<file path="src/hdl/rgbab_pkg.sv">
// Package for the RGBA8 blend unit: mode codes, lane result type, channel helpers.
// No dependencies.
`default_nettype none

package rgbab_pkg;

  localparam int unsigned CHAN_W  = 8;
  localparam int unsigned NUM_LANES = 4;
  localparam int unsigned MODE_W  = 3;

  localparam logic [MODE_W-1:0] MODE_OPAQUE      = 3'd0;
  localparam logic [MODE_W-1:0] MODE_SRC_ALPHA   = 3'd1;
  localparam logic [MODE_W-1:0] MODE_DST_ALPHA   = 3'd2;
  localparam logic [MODE_W-1:0] MODE_TRANSPARENT = 3'd3;
  localparam logic [MODE_W-1:0] MODE_BLEND_SRC   = 3'd4;
  localparam logic [MODE_W-1:0] MODE_BLEND_DST   = 3'd5;
  localparam logic [MODE_W-1:0] MODE_BLEND       = 3'd6;

  typedef logic [CHAN_W-1:0] chan_t;
  typedef logic [MODE_W-1:0] mode_t;

  typedef struct packed {
    chan_t color;
    chan_t mul_d;
    chan_t s;
    chan_t d;
  } lane_out_t;

  typedef struct packed {
    logic load;
    logic take;
  } out_ctl_t;

  // floor(p / 255) for any p up to 255*255, the product of two channels
  function automatic chan_t div255(input logic [2*CHAN_W-1:0] p);
    logic [2*CHAN_W:0] t;
    t = {1'b0, p} + {{(CHAN_W+1){1'b0}}, p[2*CHAN_W-1:CHAN_W]} + {{(2*CHAN_W){1'b0}}, 1'b1};
    return t[2*CHAN_W-1:CHAN_W];
  endfunction

  function automatic chan_t avg8(input chan_t x, input chan_t y);
    logic [CHAN_W:0] sum;
    sum = {1'b0, x} + {1'b0, y};
    return sum[CHAN_W:1];
  endfunction

endpackage

`default_nettype wire

</file>
<file path="src/hdl/rgbab_lane.sv">
// One channel lane of the blend unit: registered products, then scaling and averaging.
// Depends on rgbab_pkg.
`default_nettype none

module rgbab_lane (
  input  wire logic               clk,
  input  wire logic               load,
  input  wire rgbab_pkg::mode_t   mode,
  input  wire rgbab_pkg::mode_t   mode_q,
  input  wire rgbab_pkg::chan_t   s,
  input  wire rgbab_pkg::chan_t   d,
  input  wire rgbab_pkg::chan_t   sa,
  input  wire rgbab_pkg::chan_t   da,
  output rgbab_pkg::lane_out_t    res
);

  logic [2*rgbab_pkg::CHAN_W-1:0] p_s_r, p_s_nxt;
  logic [2*rgbab_pkg::CHAN_W-1:0] p_d_r, p_d_nxt;
  rgbab_pkg::chan_t               s_r;
  rgbab_pkg::chan_t               d_r;
  rgbab_pkg::chan_t               xa;
  rgbab_pkg::chan_t               q_s;
  rgbab_pkg::chan_t               q_d;

  always_comb begin
    xa      = (mode == rgbab_pkg::MODE_SRC_ALPHA) ? sa : da;
    p_s_nxt = {{rgbab_pkg::CHAN_W{1'b0}}, s} * {{rgbab_pkg::CHAN_W{1'b0}}, xa};
    p_d_nxt = {{rgbab_pkg::CHAN_W{1'b0}}, d} * {{rgbab_pkg::CHAN_W{1'b0}}, sa};
  end

  always_ff @(posedge clk) begin
    if (load) begin
      p_s_r <= p_s_nxt;
      p_d_r <= p_d_nxt;
      s_r   <= s;
      d_r   <= d;
    end
  end

  always_comb begin
    q_s       = rgbab_pkg::div255(p_s_r);
    q_d       = rgbab_pkg::div255(p_d_r);
    res.mul_d = q_d;
    res.s     = s_r;
    res.d     = d_r;
    unique case (mode_q) inside
      rgbab_pkg::MODE_SRC_ALPHA, rgbab_pkg::MODE_DST_ALPHA: res.color = q_s;
      rgbab_pkg::MODE_TRANSPARENT: res.color = rgbab_pkg::avg8(s_r, d_r);
      rgbab_pkg::MODE_BLEND_SRC:   res.color = rgbab_pkg::avg8(s_r, q_d);
      rgbab_pkg::MODE_BLEND_DST:   res.color = rgbab_pkg::avg8(d_r, q_s);
      rgbab_pkg::MODE_BLEND:       res.color = rgbab_pkg::avg8(q_d, q_s);
      default:                     res.color = s_r;
    endcase
  end

endmodule

`default_nettype wire

</file>
<file path="src/hdl/rgbab_merge.sv">
// Merging stage of the blend unit: packs lane results into a pixel and holds the output register.
// Depends on rgbab_pkg.
`default_nettype none

module rgbab_merge (
  input  wire logic                clk,
  input  wire logic                rst_n,
  input  wire rgbab_pkg::out_ctl_t ctl,
  input  wire rgbab_pkg::mode_t    mode_q,
  input  wire rgbab_pkg::lane_out_t lanes [rgbab_pkg::NUM_LANES],
  output logic                     out_valid,
  output logic [31:0]              out_pixel
);

  logic             valid_r, valid_nxt;
  logic [31:0]      pixel_r, pixel_nxt;
  rgbab_pkg::chan_t alpha;

  always_comb begin
    unique case (mode_q) inside
      rgbab_pkg::MODE_BLEND_SRC, rgbab_pkg::MODE_BLEND: alpha = lanes[0].mul_d;
      rgbab_pkg::MODE_SRC_ALPHA, rgbab_pkg::MODE_DST_ALPHA,
      rgbab_pkg::MODE_TRANSPARENT, rgbab_pkg::MODE_BLEND_DST: alpha = lanes[0].d;
      default: alpha = lanes[0].s;
    endcase
    pixel_nxt = {lanes[3].color, lanes[2].color, lanes[1].color, alpha};
    if (ctl.load) begin
      valid_nxt = 1'b1;
    end else if (ctl.take) begin
      valid_nxt = 1'b0;
    end else begin
      valid_nxt = valid_r;
    end
  end

  always_ff @(posedge clk) begin
    if (!rst_n) begin
      valid_r <= 1'b0;
    end else begin
      valid_r <= valid_nxt;
    end
  end

  always_ff @(posedge clk) begin
    if (ctl.load) begin
      pixel_r <= pixel_nxt;
    end
  end

  assign out_valid = valid_r;
  assign out_pixel = pixel_r;

endmodule

`default_nettype wire

</file>
<file path="src/hdl/rgba8_blend_unit.sv">
// RGBA8 blend unit, one pixel per clock unless the output stalls: a source and a target
// pixel enter together, the four channel lanes form their 8x8 products in the first stage,
// and the second stage scales, averages and packs them into the output register. The user
// must write the blend mode register through the cfg port only while the unit is idle; the
// unit does not enforce it. Top level; depends on rgbab_pkg, rgbab_lane and rgbab_merge.
`default_nettype none

module rgba8_blend_unit (
  input  wire logic        clk,
  input  wire logic        rst_n,
  input  wire logic        cfg_valid,
  output logic             cfg_ready,
  input  wire logic [2:0]  cfg_blend_mode,
  input  wire logic        in_valid,
  output logic             in_ready,
  input  wire logic [31:0] in_source_pixel,
  input  wire logic [31:0] in_target_pixel,
  output logic             out_valid,
  input  wire logic        out_ready,
  output logic [31:0]      out_blended_pixel
);

  rgbab_pkg::mode_t     mode_r;
  rgbab_pkg::mode_t     mode_q_r;
  logic                 s1_valid_r, s1_valid_nxt;
  logic                 o_free;
  logic                 load_s1;
  rgbab_pkg::out_ctl_t  octl;
  rgbab_pkg::lane_out_t lanes [rgbab_pkg::NUM_LANES];

  assign cfg_ready = 1'b1;

  always_ff @(posedge clk) begin
    if (!rst_n) begin
      mode_r <= rgbab_pkg::MODE_OPAQUE;
    end else if (cfg_valid && cfg_ready) begin
      mode_r <= cfg_blend_mode;
    end
  end

  always_comb begin
    o_free    = !out_valid || out_ready;
    in_ready  = !s1_valid_r || o_free;
    load_s1   = in_valid && in_ready;
    octl.load = s1_valid_r && o_free;
    octl.take = out_valid && out_ready;
    if (load_s1) begin
      s1_valid_nxt = 1'b1;
    end else if (octl.load) begin
      s1_valid_nxt = 1'b0;
    end else begin
      s1_valid_nxt = s1_valid_r;
    end
  end

  always_ff @(posedge clk) begin
    if (!rst_n) begin
      s1_valid_r <= 1'b0;
    end else begin
      s1_valid_r <= s1_valid_nxt;
    end
  end

  always_ff @(posedge clk) begin
    if (load_s1) begin
      mode_q_r <= mode_r;
    end
  end

  for (genvar ch = 0; ch < rgbab_pkg::NUM_LANES; ch++) begin : g_lane
    rgbab_lane u_lane (
      .clk    (clk),
      .load   (load_s1),
      .mode   (mode_r),
      .mode_q (mode_q_r),
      .s      (in_source_pixel[rgbab_pkg::CHAN_W*ch +: rgbab_pkg::CHAN_W]),
      .d      (in_target_pixel[rgbab_pkg::CHAN_W*ch +: rgbab_pkg::CHAN_W]),
      .sa     (in_source_pixel[rgbab_pkg::CHAN_W-1:0]),
      .da     (in_target_pixel[rgbab_pkg::CHAN_W-1:0]),
      .res    (lanes[ch])
    );
  end

  rgbab_merge u_merge (
    .clk       (clk),
    .rst_n     (rst_n),
    .ctl       (octl),
    .mode_q    (mode_q_r),
    .lanes     (lanes),
    .out_valid (out_valid),
    .out_pixel (out_blended_pixel)
  );

endmodule

`default_nettype wire

</file>
<file path="config.mk">
export PLATFORM = sky130hd
export DESIGN_NAME = rgba8_blend_unit
export DESIGN_NICKNAME = d
export VERILOG_FILES = /design/src/hdl/rgbab_pkg.sv /design/src/hdl/rgbab_lane.sv /design/src/hdl/rgbab_merge.sv /design/src/hdl/rgba8_blend_unit.sv
export SDC_FILE = /design/constraint.sdc
export NUM_CORES = 1
export LEC_CHECK = 0
export BUFFER_PORTS_ARGS = -buffer_cell sky130_fd_sc_hd__buf_2
export CAP_MARGIN = 20
export CELL_PAD_IN_SITES_DETAIL_PLACEMENT = 1
export CELL_PAD_IN_SITES_GLOBAL_PLACEMENT = 2
export CORE_UTILIZATION = 42
export DETAILED_ROUTE_END_ITERATION = 12
export PLACE_DENSITY = 0.8
export SETUP_SLACK_MARGIN = 0.2
export SLEW_MARGIN = 20
export SYNTH_ARGS = -nofsm -noshare
export SYNTH_HDL_FRONTEND = slang
export SYNTH_SLANG_ARGS = --single-unit
</file>
<file path="constraint.sdc">
create_clock -name clk -period 7.84 [get_ports clk]
set_clock_uncertainty 0.05 [all_clocks]
set_input_delay 0.392 -clock clk [delete_from_list [all_inputs] [get_ports clk]]
set_output_delay 0.392 -clock clk [all_outputs]
set_load 0.02 [all_outputs]
</file>
==> impl_metrics.py <==
metrics = {
    "outcome": {
        "status": "completed",
    },
    "global_route": {
        "antenna_found_initial": 0,
        "grt_max_degree": 74,
        "grt_pass1_vias": 21859,
        "gr-total-overflow": 0,
        "track_usage": 0.234,
        "grt_pass1_wl_um": 116000,
    },
    "routing": {
        "vias": 19582,
        "viasPerCell": 5.34,
        "routed_wirelength_um": 72500,
        "ant_nets": 0,
        "drc": 0,
        "drt_first_pass_iters": 5,
        "wl_per_cell_um": 19.8,
        "drt-initial-drc-count": 762,
    },
    "timing": {
        "hold_viol_final": 0,
        "maxSlewViolCount": 0,
        "rsz0062_at_grt": "no",
        "worst_pin_slew_ns": 1.11,
        "relSlewSlack": 0.256,
        "fmax_mhz": 164,
        "setup_viol": 0,
        "layout_min_cycle_time_ns": 6.10,
        "finalCritPeriodShare": 0.779,
        "setup_tns_ns": 0,
    },
    "worst_setup_path": {
        "worst-setup-path-type": "register to register",
        "startpoint_type": "register",
        "critPathArrivalTime_ns": 6.35,
        "cp.required_ns": 8.09,
        "critPathMaxFanout": 24,
        "endpoint_kind": "register",
    },
    "synth": {
        "synthFlopType": "edfxtp_1",
        "async_flop_share": 0,
        "yosys_warnings": 0,
        "synth_cell_types": 76,
        "synth_seq_area_share": 0.246,
        "synth_area_per_cell_um2": 9.60,
        "synth.net_count": 3399,
        "synth_edf_count": 211,
        "synthCells": 2726,
        "synth_area_mm2": 0.0262,
        "ys_ff_latch": 216,
    },
    "final_layout": {
        "syn2layout_area_growth_pct": 9.19,
        "nNetsFinal": 3480,
        "final_cell_mix": "inv_1, ha_1, nand2_1, fa_1, and2_1",
        "fin_area_mm2": 0.0286,
        "seq_area_mm2": 0.00644,
        "multi_input_area_mm2": 0.0179,
        "layout-drive-gt1-share": 0.0700,
        "final_common_cell": "inv_1",
        "antennaDiodeCount": 0,
        "num-fill-cells": 7007,
    },
    "die": {
        "initial_core_util": 0.425,
        "core-area_mm2": 0.0616,
        "die_y_um": 252,
        "dieArea_mm2": 0.0633,
        "die_w_um": 252,
        "core.rowCount": 91,
        "ioPinCount": 107,
    },
    "run": {
        "cap_violations": 0,
    },
    "power_and_ir_drop": {
        "fin_total_pwr_uw": 7940,
        "leakagePower_uw": 0.0133,
        "power.density_mw_per_mm2": 278,
        "ir_drop_mv": 0.212,
    },
    "placement": {
        "dp_hpwl_um": 56000,
        "portBuffers": 105,
        "placed_cell_area_mm2": 0.0276,
        "place.gp.congestion": 0.878,
    },
    "clock_tree": {
        "ctsHtreeMaxLevel": 1,
        "cts_inserted_buffers": 26,
        "clk-insertion-delay-late_ns": 0.57,
        "cts_sinks": 216,
        "root_buffer": "clkbuf_16",
        "cts_tree": "yes",
        "clk_pin_slew_ns": 0.06,
        "cts_hold_buffers": 0,
        "cts_setup_buffers": 0,
        "clockBufferDepth": 3,
        "cts-resized-gates": 0,
    },
    "worst_hold_path": {
        "hold_class": "primary input to register",
    },
}
[where the power goes]
group,internal (uW),switching [uW],leakage (uW),total (uW)
registers,1740,263,0.00210,2010
logic,2000,2640,0.0108,4630
clock network,762,539,0.000420,1300
[state kept, by name, summed over array words and instances (netlist names)]
signal	cells
g_lane.u_lane.p_d_r	64
mode_q_r	3
g_lane.u_lane.p_s_r	48
g_lane.u_lane.d_r	32
mode_r	3
u_merge.out_pixel	32
g_lane.u_lane.s_r	32
s1_valid_r	1
u_merge.out_valid	1
[metal layers]
metal  global-route usage  vias to the layer above  share of wire  wire length [um]
met5                    0                        -              0                 0
met1                0.279                    10054           0.42             30400
met2                0.448                      263           0.53             38600
met4               0.0596                        0          0.023              1660
met3               0.0207                       91          0.026              1860
li1                     -                     9174              -                 -
[path summary, 6_finish.rpt]
path              startpoint                    endpoint  slack (ns)  depth (start not counted)
setup / recovery   mode_r[2]  g_lane[1].u_lane.p_s_r[13]        1.74                         20
setup reg to reg   mode_r[2]  g_lane[1].u_lane.p_s_r[13]        1.74                         20
hold / removal      in_valid                  s1_valid_r        0.08                          3
hold reg to reg    mode_r[0]                 mode_q_r[0]        0.40                          0
[Yosys cell counts (all sizes together) (8+ instances only)]
master	number	area [um^2]
a211o	8	70.1
a21boi	21	158
a21o	23	173
a21oi	101	505
a222oi	8	80.1
a22oi	10	75.1
and2	219	1370
and3	9	56.3
buf	9	53.8
clkbuf	66	248
edfxtp	211	6340
fa	258	5160
ha	343	4290
inv	418	1570
mux2i	14	140
nand2	284	1070
nand2b	17	106
nand3	28	140
nand4	10	62.6
nor2	89	334
nor2b	121	757
nor3	26	130
o211ai	12	90.1
o21a	20	150
o21ai	123	616
o21bai	10	75.1
o22ai	10	62.6
or2	8	50.1
or3	10	62.6
xnor2	93	815
xor2	50	438
[logic make-up after synthesis]
group | Yosys count | synth area share
multiplexers | 19 | 0.00751
XOR/XNOR | 143 | 0.0479
flip-flops | 216 | 0.246
AND/OR/NAND/NOR | 839 | 0.164
other | 1 | 0.000143
buffers and inverters | 494 | 0.0716
adder cells (fa/ha/maj) | 606 | 0.363
AO/OA/AOI/OAI | 408 | 0.0995
[critical path: stages (launching register included)]
cell	delay [ns]
dfxtp_1	0.33
nor3b_2	0.53
buf_4	0.29
mux2_2	0.55
and2_1	0.26
fa_1	0.37
fa_1	0.49
inv_1	0.06
fa_1	0.49
fa_1	0.49
inv_1	0.04
ha_1	0.31
o21ai_0	0.12
a21boi_0	0.24
o21ai_0	0.14
a21boi_0	0.24
o21ai_0	0.14
a21boi_0	0.26
o21ai_0	0.14
nor2b_1	0.16
xnor2_1	0.13
[area by class of cell]
| class | instances | area share |
|---|---|---|
| multi-input cells | 2016 | 0.627 |
| inverters | 419 | 0.0551 |
| clock buffers | 29 | 0.0239 |
| repair buffers | 128 | 0.0249 |
| clock inverters | 19 | 0.00762 |
| flip-flops and latches | 216 | 0.225 |
| well taps | 837 | 0.0367 |
[through the flow]
step	utilization	instances	worst slack, ns	hold WS (ns)
floorplan	-	2726	2.36	0.371
global placement	0.449	3615	1.58	0.374
detailed placement	0.449	3615	1.73	0.391
CTS	0.463	3663	1.68	0.0564
global route	0.464	3664	1.21	0.0807
finish	0.464	3664	1.74	0.0783
Power figures use the tool's default switching activity.
